==> config.mk <==
export PLATFORM = sky130hd
export DESIGN_NAME = meter_frame_parser_unit
export DESIGN_NICKNAME = d
export VERILOG_FILES = /design/src/rtl/mfp_pkg.sv /design/src/rtl/meter_frame_parser_unit.sv /design/src/rtl/mfp_key.sv /design/src/rtl/mfp_parser.sv
export SDC_FILE = /design/constraint.sdc
export NUM_CORES = 1
export LEC_CHECK = 0
export BUFFER_PORTS_ARGS = -buffer_cell sky130_fd_sc_hd__clkbuf_2
export CAP_MARGIN = 20
export CORE_ASPECT_RATIO = 1.4
export CORE_UTILIZATION = 45
export DETAILED_ROUTE_END_ITERATION = 7
export SYNTH_ARGS = -nofsm -noshare
export SYNTH_HDL_FRONTEND = slang
export SYNTH_SLANG_ARGS = --single-unit
==> constraint.sdc <==
create_clock -name clock -period 9.6 [get_ports clock]
set_input_delay 0.48 -clock clock [delete_from_list [all_inputs] [get_ports clock]]
set_output_delay 0.48 -clock clock [all_outputs]
set_load 0.01 [all_outputs]
==> src/rtl/mfp_pkg.sv <==
// Shared types and constants for the meter frame parser.
// Holds frame geometry, header characters, register indexes and the result word.
// No dependencies.
package mfp_pkg;

   // Frame geometry
   localparam int SHORT_FRAME_LEN = 55;
   localparam int LONG_FRAME_LEN  = 67;
   localparam int TAIL_LEN        = 43;

   localparam logic [6:0] SHORT_LEN = 7'(SHORT_FRAME_LEN);
   localparam logic [6:0] LONG_LEN  = 7'(LONG_FRAME_LEN);

   // First byte count at which the head checksum byte is reached
   localparam logic signed [8:0] SHORT_HEAD_END = 9'(SHORT_FRAME_LEN - TAIL_LEN);
   localparam logic signed [8:0] LONG_HEAD_END  = 9'(LONG_FRAME_LEN - TAIL_LEN);

   // Byte count value just past the status byte
   localparam logic [6:0] STATUS_COUNT = 7'd9;

   // Scrambler base key and header characters
   localparam logic [7:0] KEY_BASE = 8'h29;
   localparam logic [7:0] CHAR_G   = 8'h47;
   localparam logic [7:0] CHAR_P   = 8'h50;
   localparam logic [7:0] CHAR_S   = 8'h53;
   localparam logic [3:0] STATUS_MAX = 4'd2;

   // Trip event codes
   localparam logic [1:0] TRIP_NONE  = 2'd0;
   localparam logic [1:0] TRIP_START = 2'd1;
   localparam logic [1:0] TRIP_STOP  = 2'd2;

   // Register indexes
   localparam logic [1:0] CSR_DATE_DAY   = 2'd0;
   localparam logic [1:0] CSR_DATE_MONTH = 2'd1;

   // Parser phases, one-hot
   typedef enum logic [6:0] {
      PH_G      = 7'b0000001,
      PH_P      = 7'b0000010,
      PH_S      = 7'b0000100,
      PH_STATUS = 7'b0001000,
      PH_HEAD   = 7'b0010000,
      PH_TAIL   = 7'b0100000,
      PH_PAD    = 7'b1000000
   } phase_type;

   // One result word
   typedef struct packed {
      logic [7:0] plain_byte;
      logic       stored;
      logic [6:0] byte_position;
      logic [1:0] trip_event;
      logic       long_frame;
      logic       head_check_fail;
      logic       frame_done;
      logic       tail_check_ok;
   } result_type;

endpackage

==> src/rtl/meter_frame_parser_unit.sv <==
// Meter frame parser: input register, parser decode and result register.
// An accepted input word is held in the input register, and its result word in the result register.
// Throughput: one word per cycle while rsp_tready does not hold the result register.
// Reset: synchronous, active high; clears the date registers, parser state
// and both valid flags. No clearing pass.
// Depends on mfp_pkg, mfp_key and mfp_parser.
module meter_frame_parser_unit
   import mfp_pkg::*;
(
   input  logic        clock,
   input  logic        reset,
   // Input stream
   input  logic        req_tvalid,
   output logic        req_tready,
   input  logic [7:0]  req_tdata,   // [7:0] raw_byte
   // Result stream
   output logic        rsp_tvalid,
   input  logic        rsp_tready,
   output logic [15:0] rsp_tdata,   // [7:0] plain_byte, [14:8] byte_position, [15] zero
   output logic [5:0]  rsp_tuser,   // [0] stored, [2:1] trip_event, [3] long_frame,
                                    // [4] head_check_fail, [5] tail_check_ok
   output logic        rsp_tlast,   // frame_done
   // Configuration writes
   input  logic        csr_valid,
   output logic        csr_ready,
   input  logic [1:0]  csr_index,
   input  logic [4:0]  csr_data
);

   logic       in_valid_ff;
   logic [7:0] in_byte_ff;
   logic       out_valid_ff;
   result_type out_ff;
   logic       out_free;
   logic       step;
   logic [7:0] key;
   result_type result;

   assign csr_ready  = 1'b1;
   assign out_free   = !out_valid_ff || rsp_tready;
   assign step       = in_valid_ff && out_free;
   assign req_tready = !in_valid_ff || step;

   mfp_key u_key (
      .clock     (clock),
      .reset     (reset),
      .csr_valid (csr_valid),
      .csr_index (csr_index),
      .csr_data  (csr_data),
      .key       (key)
   );

   mfp_parser u_parser (
      .clock    (clock),
      .reset    (reset),
      .step     (step),
      .raw_byte (in_byte_ff),
      .key      (key),
      .result   (result)
   );

   // Input register: hold the word until the parser takes it
   always_ff @(posedge clock) begin
      if (reset) begin
         in_valid_ff <= 1'b0;
      end else if (req_tready) begin
         in_valid_ff <= req_tvalid;
      end
   end

   always_ff @(posedge clock) begin
      if (req_tvalid && req_tready) begin
         in_byte_ff <= req_tdata;
      end
   end

   // Result register: load on parser step, drop when taken
   always_ff @(posedge clock) begin
      if (reset) begin
         out_valid_ff <= 1'b0;
      end else if (out_free) begin
         out_valid_ff <= step;
      end
   end

   always_ff @(posedge clock) begin
      if (step) begin
         out_ff <= result;
      end
   end

   assign rsp_tvalid = out_valid_ff;
   assign rsp_tdata  = {1'b0, out_ff.byte_position, out_ff.plain_byte};
   assign rsp_tuser  = {out_ff.tail_check_ok, out_ff.head_check_fail, out_ff.long_frame,
                        out_ff.trip_event, out_ff.stored};
   assign rsp_tlast  = out_ff.frame_done;

endmodule

==> src/rtl/mfp_key.sv <==
// Date registers and descrambling key for the meter frame parser.
// Depends on mfp_pkg.
module mfp_key
   import mfp_pkg::*;
(
   input  logic       clock,
   input  logic       reset,
   input  logic       csr_valid,
   input  logic [1:0] csr_index,
   input  logic [4:0] csr_data,
   output logic [7:0] key
);

   logic [4:0] day_ff;
   logic [4:0] day_in;
   logic [3:0] month_ff;
   logic [3:0] month_in;

   // Decode register writes
   always_comb begin
      day_in   = day_ff;
      month_in = month_ff;
      if (csr_valid) begin
         unique case (csr_index)
            CSR_DATE_DAY:   day_in   = csr_data;
            CSR_DATE_MONTH: month_in = csr_data[3:0];
            default: ;
         endcase
      end
   end

   always_ff @(posedge clock) begin
      if (reset) begin
         day_ff   <= '0;
         month_ff <= '0;
      end else begin
         day_ff   <= day_in;
         month_ff <= month_in;
      end
   end

   // Only day/8 enters the key
   assign key = KEY_BASE ^ {6'd0, day_ff[4:3]} ^ {4'd0, month_ff};

endmodule

==> src/rtl/mfp_parser.sv <==
// Frame parser state and per-word decode for the meter frame parser.
// Depends on mfp_pkg.
module mfp_parser
   import mfp_pkg::*;
(
   input  logic       clock,
   input  logic       reset,
   input  logic       step,
   input  logic [7:0] raw_byte,
   input  logic [7:0] key,
   output result_type result
);

   phase_type  phase_ff, phase_in;
   logic [6:0] count_ff, count_in;
   logic [7:0] sum_ff, sum_in;
   logic       long_ff, long_in;
   logic [1:0] prev_ff, prev_in;

   logic [7:0] ch;
   logic [6:0] count_inc;
   logic [7:0] sum_add;
   logic [7:0] expect_char;
   logic [3:0] status;
   logic [6:0] frame_len;
   logic signed [8:0] head_end;
   logic       stored, head_fail, done, tail_ok;
   logic [6:0] pos;
   logic [1:0] trip;

   assign ch        = raw_byte ^ key;
   assign count_inc = count_ff + 7'd1;
   assign sum_add   = sum_ff + ch;
   assign status    = ch[3:0];
   assign frame_len = long_ff ? LONG_LEN : SHORT_LEN;
   assign head_end  = long_ff ? LONG_HEAD_END : SHORT_HEAD_END;
   assign expect_char = (phase_ff == PH_P) ? CHAR_P : CHAR_S;

   // Decode one word against the current phase
   always_comb begin
      phase_in  = phase_ff;
      count_in  = count_ff;
      sum_in    = sum_ff;
      long_in   = long_ff;
      prev_in   = prev_ff;
      stored    = 1'b0;
      pos       = '0;
      trip      = TRIP_NONE;
      head_fail = 1'b0;
      done      = 1'b0;
      tail_ok   = 1'b0;
      unique case (phase_ff)
         PH_G: begin
            if (ch == CHAR_G) begin
               stored   = 1'b1;
               count_in = 7'd1;
               sum_in   = ch;
               phase_in = PH_P;
            end
         end
         PH_P, PH_S: begin
            if (ch == expect_char) begin
               stored   = 1'b1;
               pos      = count_ff;
               count_in = count_inc;
               sum_in   = sum_add;
               phase_in = (phase_ff == PH_P) ? PH_S : PH_STATUS;
            end else begin
               count_in = '0;
               phase_in = PH_G;
            end
         end
         PH_STATUS: begin
            pos      = count_ff;
            count_in = count_inc;
            if (count_inc != STATUS_COUNT) begin
               stored = 1'b1;
               sum_in = sum_add;
            end else if (status > STATUS_MAX) begin
               // Drop frame on bad status
               pos      = '0;
               count_in = '0;
               phase_in = PH_G;
            end else begin
               stored  = 1'b1;
               sum_in  = sum_add;
               long_in = (status != 4'd0);
               if (status == 4'd0 && prev_ff != 2'd0) begin
                  trip = TRIP_STOP;
               end else if (status != 4'd0 && prev_ff == 2'd0) begin
                  trip = TRIP_START;
               end
               prev_in  = status[1:0];
               phase_in = PH_HEAD;
            end
         end
         PH_HEAD: begin
            pos      = count_ff;
            count_in = count_inc;
            if ($signed({2'b00, count_inc}) >= head_end) begin
               if (sum_ff == ch) begin
                  stored   = 1'b1;
                  sum_in   = '0;
                  phase_in = PH_TAIL;
               end else begin
                  pos       = '0;
                  head_fail = 1'b1;
                  count_in  = '0;
                  phase_in  = PH_G;
               end
            end else begin
               stored = 1'b1;
               sum_in = sum_add;
            end
         end
         PH_TAIL: begin
            if (count_ff < frame_len) begin
               stored   = 1'b1;
               pos      = count_ff;
               count_in = count_inc;
               sum_in   = (count_inc == frame_len) ? (sum_ff ^ ch) : sum_add;
            end else begin
               phase_in = PH_PAD;
            end
         end
         PH_PAD: begin
            done     = 1'b1;
            tail_ok  = (sum_ff == 8'd0);
            count_in = '0;
            phase_in = PH_G;
         end
         default: begin
            count_in = '0;
            phase_in = PH_G;
         end
      endcase
   end

   // Advance state on each processed word
   always_ff @(posedge clock) begin
      if (reset) begin
         phase_ff <= PH_G;
         count_ff <= '0;
         sum_ff   <= '0;
         long_ff  <= 1'b0;
         prev_ff  <= '0;
      end else if (step) begin
         phase_ff <= phase_in;
         count_ff <= count_in;
         sum_ff   <= sum_in;
         long_ff  <= long_in;
         prev_ff  <= prev_in;
      end
   end

   assign result.plain_byte      = ch;
   assign result.stored          = stored;
   assign result.byte_position   = pos;
   assign result.trip_event      = trip;
   assign result.long_frame      = long_in;
   assign result.head_check_fail = head_fail;
   assign result.frame_done      = done;
   assign result.tail_check_ok   = tail_ok;

endmodule
==> flow_summary.json, run 1 <==
{
  "status": "completed",
  "portBuffers": 43,
  "dr.pass1.iters": 5,
  "antenna_left": 0,
  "yosys.cell_types.count": 67,
  "async_reset_ff_frac": 0,
  "cts_root_buf": "clkbuf_8",
  "power_uw": 538,
  "power_density_mw_per_mm2": 132,
  "ys_seq_elements": 63,
  "antenna_found_initial": 0,
  "syn_avg_cell_area_sq_um": 9.66,
  "setup_viol_count_final": 0,
  "r2r_setup_slack_ns": 5.80,
  "grt_max_degree": 25,
  "swShare": 0.251,
  "route.detailed.drc": 0,
  "nets": 451,
  "rows": 38,
  "clk_pin_slew_ns": 0.07,
  "die_area_sq_mm": 0.00853,
  "cap_violations": 0,
  "detail_route.wl_per_cell_um": 17.9,
  "synthesis.nets": 417,
  "comb_power_share": 0.071,
  "grt_pass1_wl_mm": 15.0,
  "drv_slew": 0,
  "wl_mm": 9.27,
  "gr-usage-met1": 0.251,
  "grt_most_used_layer": "met2",
  "end_kind": "flop",
  "dp_hpwl_mm": 6.81,
  "area_delta_synth_final_pct": 11.1,
  "core_sq_mm": 0.00785,
  "r2r_start": "u_parser.count_ff[0]",
  "critPathLaunchType": "flop",
  "ys_seq_area_frac": 0.425,
  "track_usage": 0.238,
  "hp-class": "primary input to flop",
  "clock-sinks": 63,
  "grt-ovfl-total": 0,
  "clk_path_buf_depth": 2,
  "cp_max_fo": 12,
  "fin_skew_ns": 0.00619,
  "via_per_inst": 5.84,
  "relSlewSlack": 0.368,
  "layout_commonest_cell": "clkbuf_2",
  "cts_setup_buffers": 0,
  "arrival_ns": 4.07,
  "io_pins": 46,
  "synth_edf_count": 30,
  "yosys-top-cells-area": "edfxtp_1 (25%), dfxtp_1 (18%), ha_1 (5.5%), nor2_1 (4.2%), a21oi_1 (3.4%)",
  "drive_above_1_share": 0.172,
  "final_cell_mix": "clkbuf_2 (43), nor2_1 (40), dfxtp_1 (33)",
  "syn-cell-area_sq_mm": 0.00367,
  "fillers": 739,
  "min_to": "in_byte_ff[6]",
  "hold_buffers": 0,
  "rr_worst_depth": 10,
  "internal-power_uw": 403,
  "globalRouteMet2Util": 0.429,
  "worst-endpoint-required_ns": 9.87,
  "p_switching_uw": 135,
  "diodes": 0,
  "setup_tns_ns": 0,
  "gp_congestion": 0.948,
  "htreeDepth": 3,
  "synth-main-ff-cell": "dfxtp_1",
  "grt_util_met3": 0.0544,
  "r2r_end": "u_parser.sum_ff[5]",
  "min_from": "req_tdata[6]",
  "period_minus_slack_ns": 3.80,
  "synth_top_area_frac": 0.245,
  "netlist_instances": 380,
  "power_frac_seq": 0.544,
  "yosysWarningCount": 0,
  "insertion_delay_ns": 0.36,
  "die_x_um": 78.3,
  "tightest_slew_ns": 0.944,
  "cts-resized-gates": 0,
  "fmax_ghz": 0.263,
  "cts_tree": "built",
  "via_count": 3030,
  "finalCritPeriodShare": 0.396,
  "rsz0062_at_grt": "no",
  "drt-initial-drc-count": 189,
  "holdPathStages": 1,
  "grt_pass1_vias": 3071,
  "hold_viol": 0,
  "die_h_um": 109,
  "leakage_uw": 0.00158,
  "cts-buffers-inserted": 9,
  "pwr-share-clk": 0.385,
  "yosys.area.top_type": "edfxtp_1",
  "start_util": 0.468,
  "worstSetupPathType": "flop to flop",
  "vdd_drop_max_mv": 0.0919
}
## kinds of logic after synthesis
family                     count (synthesis)  synth area share
DFF                                       63             0.425
other                                      2           0.00205
xor gates and xnor gates                  10            0.0317
adders and majority gates                 17            0.0600
and+or+nand+nor                          150             0.235
AOI/OAI and AO/OA                         91             0.166
buffers and inverters                     34            0.0440
muxes                                     13            0.0358
## routing by layer
layer | wire length (um) | vias up
li1 | - | 1488
met3 | 407 | 38
met5 | 0 | -
met1 | 3800 | 1411
met2 | 4650 | 93
met4 | 406 | 0
## worst max-delay path: stages (launching register included)
cell and delay [ns]:
dfxtp_1 0.56, ha_1 0.53, nand3_1 0.16, xnor2_1 0.24, ha_1 0.29, a211oi_1 0.25
o311ai_0 0.19, a31oi_1 0.73, and2_1 0.38, o221ai_1 0.14, a211oi_1 0.24
## area by class of cell
class                   count  area (sq um)  share of cell area
clock buffers              12           145              0.0356
clock inverters             4          23.8             0.00583
well taps                 100           125              0.0307
flip-flops and latches     63          1560               0.383
multi-input cells         283          1950               0.478
inverters                  13          48.8              0.0120
repair buffers             44           223              0.0546
## metrics by stage
| step | hold slack [ns] | cells | utilization | setup slack, ns | cell area [sq um] |
|---|---|---|---|---|---|
| after global routing | 0.280 | 519 | 0.520 | 5.45 | 4080 |
| after global placement | 0.477 | 503 | 0.498 | 5.86 | 3910 |
| after floorplan | 0.465 | 380 | - | 6.57 | 3670 |
| after detailed placement | 0.490 | 503 | 0.498 | 5.93 | 3910 |
| final | 0.298 | 519 | 0.520 | 5.80 | 4080 |
| after CTS | 0.283 | 519 | 0.520 | 5.90 | 4080 |
## power by group through the flow
stage                     Clock [uW]  Sequential [uW]  Combinational [uW]
after global placement             0              298                38.1
after floorplan                    0              299                22.1
after detailed placement           0              299                38.6
final                            207              292                38.4
after CTS                        212              293                38.7
after global routing             223              293                41.9
## cells in the mapped netlist, drive strengths merged (10+ instances only)
cell,instances
nand2,22
edfxtp,30
dfxtp,33
ha,16
a21oi,25
inv,13
clkbuf,12
nor2,41
nor3,10
nand2b,13
mux2i,12
o21ai,20
## worst max path at each step
stage,slack [ns],endpoint,start,depth (start not counted)
finish,5.80,u_parser.sum_ff[5],u_parser.count_ff[0],10
global route,5.45,u_parser.sum_ff[5],u_parser.count_ff[0],10
CTS,5.90,u_parser.sum_ff[5],u_parser.count_ff[0],10
detailed placement,5.93,u_parser.sum_ff[5],u_parser.count_ff[0],10
global placement,5.86,u_parser.sum_ff[5],u_parser.count_ff[0],10
floorplan,6.57,u_parser.sum_ff[7],u_parser.count_ff[1],11
## sequential cells by signal, indices dropped and copies added, names as in the netlist
| register | cells |
|---|---|
| u_key.day_ff | 2 |
| rsp_tuser | 6 |
| u_parser.prev_ff | 2 |
| u_parser.sum_ff | 8 |
| u_parser.phase_ff | 7 |
| u_key.month_ff | 4 |
| u_parser.count_ff | 7 |
| rsp_tdata | 15 |
| in_valid_ff | 1 |
| u_parser.long_ff | 1 |
| rsp_tvalid | 1 |
| in_byte_ff | 8 |
| rsp_tlast | 1 |
Power figures use the tool's default switching activity.
==> inputs of run 2 (changes only) <==
--- a/config.mk
+++ b/config.mk
@@ -10,6 +10,7 @@
 export CORE_ASPECT_RATIO = 1.4
 export CORE_UTILIZATION = 45
 export DETAILED_ROUTE_END_ITERATION = 7
+export PLACE_DENSITY = 0.67
 export SYNTH_ARGS = -nofsm -noshare
 export SYNTH_HDL_FRONTEND = slang
 export SYNTH_SLANG_ARGS = --single-unit
==> constraint.sdc (replaced) <==
create_clock -name clock -period 3.05 [get_ports clock]
set_input_delay 0.1525 -clock clock [delete_from_list [all_inputs] [get_ports clock]]
set_output_delay 0.1525 -clock clock [all_outputs]
set_load 0.01 [all_outputs]
==> flow_summary.json, run 2 (synthesis results as in run 1) <==
{
  "status": "completed",
  "min_to": "in_valid_ff",
  "via_count": 3113,
  "vdd_drop_max_mv": 0.408,
  "largest_reg_flops": 15,
  "detail_route.wl_per_cell_um": 16.7,
  "power_density_mw_per_mm2": 409,
  "core_sq_mm": 0.00785,
  "rsz0062_at_grt": "no",
  "critPathLaunchType": "flop",
  "die_x_um": 78.3,
  "finalCritPeriodShare": 0.912,
  "end_kind": "flop",
  "rows": 38,
  "antenna_found_initial": 0,
  "clock-sinks": 63,
  "antenna_left": 0,
  "cts-buffers-inserted": 9,
  "leakage_uw": 0.00176,
  "holdPathStages": 3,
  "hp-class": "primary input to flop",
  "arrival_ns": 3.05,
  "portBuffers": 43,
  "start_util": 0.468,
  "fmax_ghz": 0.360,
  "layout_setup_ws_ns": 0.270,
  "drive_above_1_share": 0.219,
  "cap_violations": 0,
  "htreeDepth": 3,
  "io_pins": 46,
  "wl_mm": 9.22,
  "track_usage": 0.237,
  "die_area_sq_mm": 0.00853,
  "gp_congestion": 0.910,
  "dp_hpwl_mm": 7.07,
  "relSlewSlack": 0.600,
  "placed_area_sq_mm": 0.00410,
  "setup_viol_count_final": 0,
  "via_per_inst": 5.64,
  "cp_max_fo": 10,
  "cts_root_buf": "clkbuf_8",
  "final_cell_mix": "clkbuf_2 (43), nor2_1 (40), dfxtp_1 (33)",
  "cts_setup_buffers": 0,
  "power_uw": 1790,
  "placedCellCount": 528,
  "worstSetupPathType": "flop to flop",
  "route.detailed.drc": 0,
  "worst-endpoint-required_ns": 3.32,
  "die_h_um": 109,
  "grt_max_degree": 24,
  "hold_viol": 0,
  "clk_pin_slew_ns": 0.07,
  "area_delta_synth_final_pct": 19.3,
  "period_minus_slack_ns": 2.78,
  "drv_slew": 0,
  "layout_commonest_cell": "clkbuf_2",
  "setup_tns_ns": 0,
  "clk_path_buf_depth": 2,
  "drt-initial-drc-count": 133,
  "rr_worst_depth": 11,
  "startpoint": "u_parser.count_ff[1]",
  "cts_tree": "built",
  "insertion_delay_ns": 0.35,
  "grt-ovfl-total": 0,
  "r2r_start": "u_parser.count_ff[1]",
  "dr.pass1.iters": 5,
  "min_from": "req_tvalid",
  "nets": 484,
  "fin_cells": 552,
  "diodes": 0,
  "fin_skew_ns": 0.0118,
  "r2r_setup_slack_ns": 0.27,
  "grt_pass1_vias": 3156,
  "pre_cts_ws_ns": 0.289,
  "r2r_end": "u_parser.sum_ff[5]",
  "grt_pass1_wl_mm": 14.9,
  "fin_area_sq_mm": 0.00438,
  "tightest_slew_ns": 0.592
}
## run 2: changes by cell type in the layout (fill, tap and decap cells not counted), sizes merged
cell         previous run  this run
clkinv                  2         3
dlygate4sd3             0         8
bufinv                  0         1
inv                    13        14
clkinvlp                2         0
buf                     1        26
clkbuf                 55        54
## run 2: how the worst max path moves through the flow
stage,endpoint,slack (ns),cells past startpoint
2_1_floorplan,u_parser.sum_ff[7],0.02,11
4_1_cts,u_parser.sum_ff[4],0.24,11
6_report,u_parser.sum_ff[5],0.27,11
5_1_grt,u_parser.sum_ff[5],0.02,11
3_3_place_gp,u_parser.sum_ff[4],0.29,11
3_5_place_dp,u_parser.sum_ff[4],0.29,11
## run 2: cell type report
cell class	instances	area, sq um
fillers	733	3460
multi-input cells	283	1960
flip-flops and latches	63	1560
repair buffers	77	490
clock buffers	11	141
well taps	100	125
clock inverters	5	56.3
inverters	13	48.8
## run 2: through the flow
stage,utilization,hold slack [ns]
2_1_floorplan,-,0.251
3_3_place_gp,0.522,0.330
3_5_place_dp,0.522,0.331
4_1_cts,0.558,0.0214
5_1_grt,0.558,0.0444
6_report,0.558,0.0326
## run 2: worst max-delay path: stages (launching register included)
cell	delay, ns
dfxtp_1	0.36
ha_1	0.26
nand3_1	0.12
xnor2_1	0.25
ha_1	0.29
a211oi_1	0.18
o311ai_0	0.17
a31oi_1	0.18
buf_4	0.21
and2_1	0.27
o221ai_1	0.17
a211oi_1	0.24
## run 2: routing by layer
metal	routed length, um	share of wire	track usage	vias to the layer above
met5	0	0	0	-
met4	441	0.048	0.181	0
met3	309	0.034	0.0494	30
met2	4820	0.52	0.421	80
met1	3660	0.40	0.242	1457
li1	-	-	-	1546
## run 2: where the power goes
group	switching, uW	internal (uW)	total [uW]
logic	78.6	61.4	140
clock network	332	400	732
registers	11.0	908	919
total	422	1370	1790
## run 2: timing repair
action / in CTS / in global routing
resized for setup: 0 / 1
hold buffers: 8 / 0
setup endpoints to repair: 0 / 1
endpoints found under the hold margin: 8 / 0
==> inputs of run 3 (changes only) <==
--- a/config.mk
+++ b/config.mk
@@ -13,4 +13,5 @@
 export PLACE_DENSITY = 0.67
 export SYNTH_ARGS = -nofsm -noshare
 export SYNTH_HDL_FRONTEND = slang
+export SYNTH_HIERARCHICAL = 1
 export SYNTH_SLANG_ARGS = --single-unit
==> flow_summary.json, run 3 <==
{
  "status": "completed",
  "area_delta_synth_final_pct": 18.6,
  "placedCellCount": 545,
  "grt-ovfl-total": 0,
  "dp_hpwl_mm": 7.13,
  "route.detailed.drc": 0,
  "ys_seq_area_frac": 0.395,
  "period_minus_slack_ns": 2.93,
  "die_area_sq_mm": 0.00916,
  "htreeDepth": 3,
  "drv_slew": 0,
  "yosys.cell_types.count": 74,
  "pwr-share-clk": 0.500,
  "portBuffers": 43,
  "cts-buffers-inserted": 9,
  "yosys-top-cells-area": "edfxtp_1 (23%), dfxtp_1 (17%), ha_1 (5.1%), mux2i_1 (3.8%), buf_4 (3.2%)",
  "tightest_slew_ns": 0.667,
  "grt_pass1_wl_mm": 15.2,
  "hp-class": "primary input to flop",
  "core_sq_mm": 0.00856,
  "via_count": 3392,
  "largest_reg_flops": 15,
  "detail_route.wl_per_cell_um": 16.6,
  "die_x_um": 81.2,
  "leakage_uw": 0.00192,
  "die_h_um": 113,
  "grt_max_degree": 34,
  "synth_top_area_frac": 0.228,
  "syn_avg_cell_area_sq_um": 9.68,
  "power_density_mw_per_mm2": 469,
  "crit_path_max_incr_delay_ns": 0.46,
  "setup_viol_count_final": 0,
  "vdd_drop_max_mv": 0.449,
  "start_util": 0.462,
  "internal-power_uw": 1700,
  "cts_setup_buffers": 0,
  "relSlewSlack": 0.544,
  "final_cell_mix": "clkbuf_2 (43), dfxtp_1 (33), nor2_1 (33)",
  "worstSetupPathType": "flop to flop",
  "cp_max_fo": 3,
  "slowest_stage": "a2111oi_1",
  "yosysWarningCount": 6,
  "ys_seq_elements": 63,
  "swShare": 0.224,
  "fmax_ghz": 0.342,
  "netlist_instances": 408,
  "critPathLaunchType": "flop",
  "nets": 496,
  "drive_above_1_share": 0.228,
  "power_uw": 2200,
  "crit_chain": "xor2_1 > xnor2_1 > inv_1 > ha_1 > a21oi_1 > nor2_1 > or3_1 > a2111oi_1 > nor3_1 > a31o_2 > a41o_1",
  "synth-main-ff-cell": "dfxtp_1",
  "end_kind": "flop",
  "synthTopCellsByCount": "dfxtp_1 (33), nor2_1 (33), edfxtp_1 (30)",
  "hold_viol": 0,
  "gp_congestion": 0.891,
  "synth_edf_count": 30,
  "clock-sinks": 63,
  "async_reset_ff_frac": 0,
  "rr_worst_depth": 11,
  "syn-cell-area_sq_mm": 0.00395,
  "yosys.area.top_type": "edfxtp_1",
  "track_usage": 0.220,
  "antenna_left": 0,
  "fin_cells": 569,
  "grt_pass1_vias": 3220,
  "post-route-util": 0.547,
  "diodes": 0,
  "cts_root_buf": "clkbuf_16",
  "holdPathStages": 3,
  "p_switching_uw": 491,
  "arrival_ns": 3.15,
  "clk_path_buf_depth": 2,
  "insertion_delay_ns": 0.33,
  "power_frac_seq": 0.421,
  "dr.pass1.iters": 5,
  "worst-endpoint-required_ns": 3.27,
  "wl_mm": 9.44,
  "drt-initial-drc-count": 379,
  "fin_skew_ns": 0.00544,
  "layout_commonest_cell": "clkbuf_2",
  "cap_violations": 0,
  "io_pins": 46,
  "antenna_found_initial": 0,
  "cts_tree": "built",
  "clk_pin_slew_ns": 0.06,
  "fillers": 773,
  "rows": 40,
  "via_per_inst": 5.96,
  "finalCritPeriodShare": 0.959,
  "comb_power_share": 0.079
}
## run 3: cell types whose count changed after synthesis, sizes merged, moves of 5 or more
cell | previous run | this run
and2 | 6 | 15
o221ai | 5 | 0
nor2 | 41 | 35
o211ai | 1 | 6
nand2 | 22 | 14
nand3 | 8 | 15
nor2b | 8 | 2
o21ai | 20 | 12
buf | 9 | 24
xor2 | 2 | 9
## run 3: metrics by stage
stage	cell area [sq um]	hold WS (ns)	setup slack, ns	TNS, ns
2_1_floorplan	3960	0.215	0.00720	0
3_3_place_gp	4250	0.331	0.112	0
3_5_place_dp	4250	0.331	0.0692	0
4_1_cts	4650	0.0494	0.0641	0
5_1_grt	4680	0.0661	-0.0110	-0.0110
6_report	4680	0.0577	0.124	0
## run 3: metal layers
layer | GRT usage | share of wire | wire length (um) | vias up
met3 | 0.0500 | 0.048 | 454 | 26
li1 | - | - | - | 1610
met1 | 0.247 | 0.41 | 3840 | 1609
met4 | 0.0940 | 0.026 | 249 | 0
met2 | 0.390 | 0.52 | 4890 | 147
met5 | 0 | 0 | 0 | -
## run 3: logic make-up (layout without fill, tap and decap cells)
family / count (synthesis) / in the layout / share of synthesized area
AO/OA/AOI/OAI: 93 / 93 / 0.173
adder cells (fa/ha/maj): 17 / 17 / 0.0557
flip-flops: 63 / 63 / 0.395
AND/OR/NAND/NOR: 149 / 149 / 0.226
other: 4 / 6 / 0.00380
XOR/XNOR: 17 / 17 / 0.0412
buffers and inverters: 50 / 104 / 0.0678
multiplexers: 15 / 15 / 0.0380
## run 3: path summary, 6_finish.rpt
| path | from | end | slack [ns] |
|---|---|---|---|
| worst max-delay path | u_key/day_ff[4] | u_parser/sum_ff[7] | 0.12 |
| worst min-delay path | req_tvalid | in_valid_ff | 0.06 |
| worst max register to register | u_key/day_ff[4] | u_parser/sum_ff[7] | 0.12 |
| worst min register to register | u_key/month_ff[3] | u_key/month_ff[3] | 0.48 |
## run 3: critical path, delay by kind of cell, from the launching register on
| kind | cells | cell delay, ns |
|---|---|---|
| AND/OR/NAND/NOR | 3 | 0.54 |
| AO/OA/AOI/OAI | 4 | 1.13 |
| XOR/XNOR | 2 | 0.42 |
| adder cells (fa/ha/maj) | 1 | 0.32 |
| flip-flops | 1 | 0.32 |
| buffers and inverters | 1 | 0.09 |
## run 3: power by group through the flow
stage               combinational [uW]  sequential [uW]  clock (uW)
global placement                   160              941           0
floorplan                         94.6              949           0
global route                       193              927        1150
CTS                                173              925        1120
detailed placement                 164              943           0
finish                             174              924        1100
## run 3: final cells by class
class / instances / area [sq um] / area share
clock inverter: 7 / 96.3 / 0.0206
multi-input combinational: 297 / 2160 / 0.461
inverter: 17 / 63.8 / 0.0136
timing repair buffer: 71 / 445 / 0.0951
clock buffer: 9 / 225 / 0.0481
tap: 105 / 131 / 0.0280
sequential: 63 / 1560 / 0.333
## run 3: what timing repair did
item	in CTS	in global routing
endpoints found under the setup margin	0	27
endpoints found under the hold margin	8	0
hold buffers	8	0
gates resized for setup	0	8
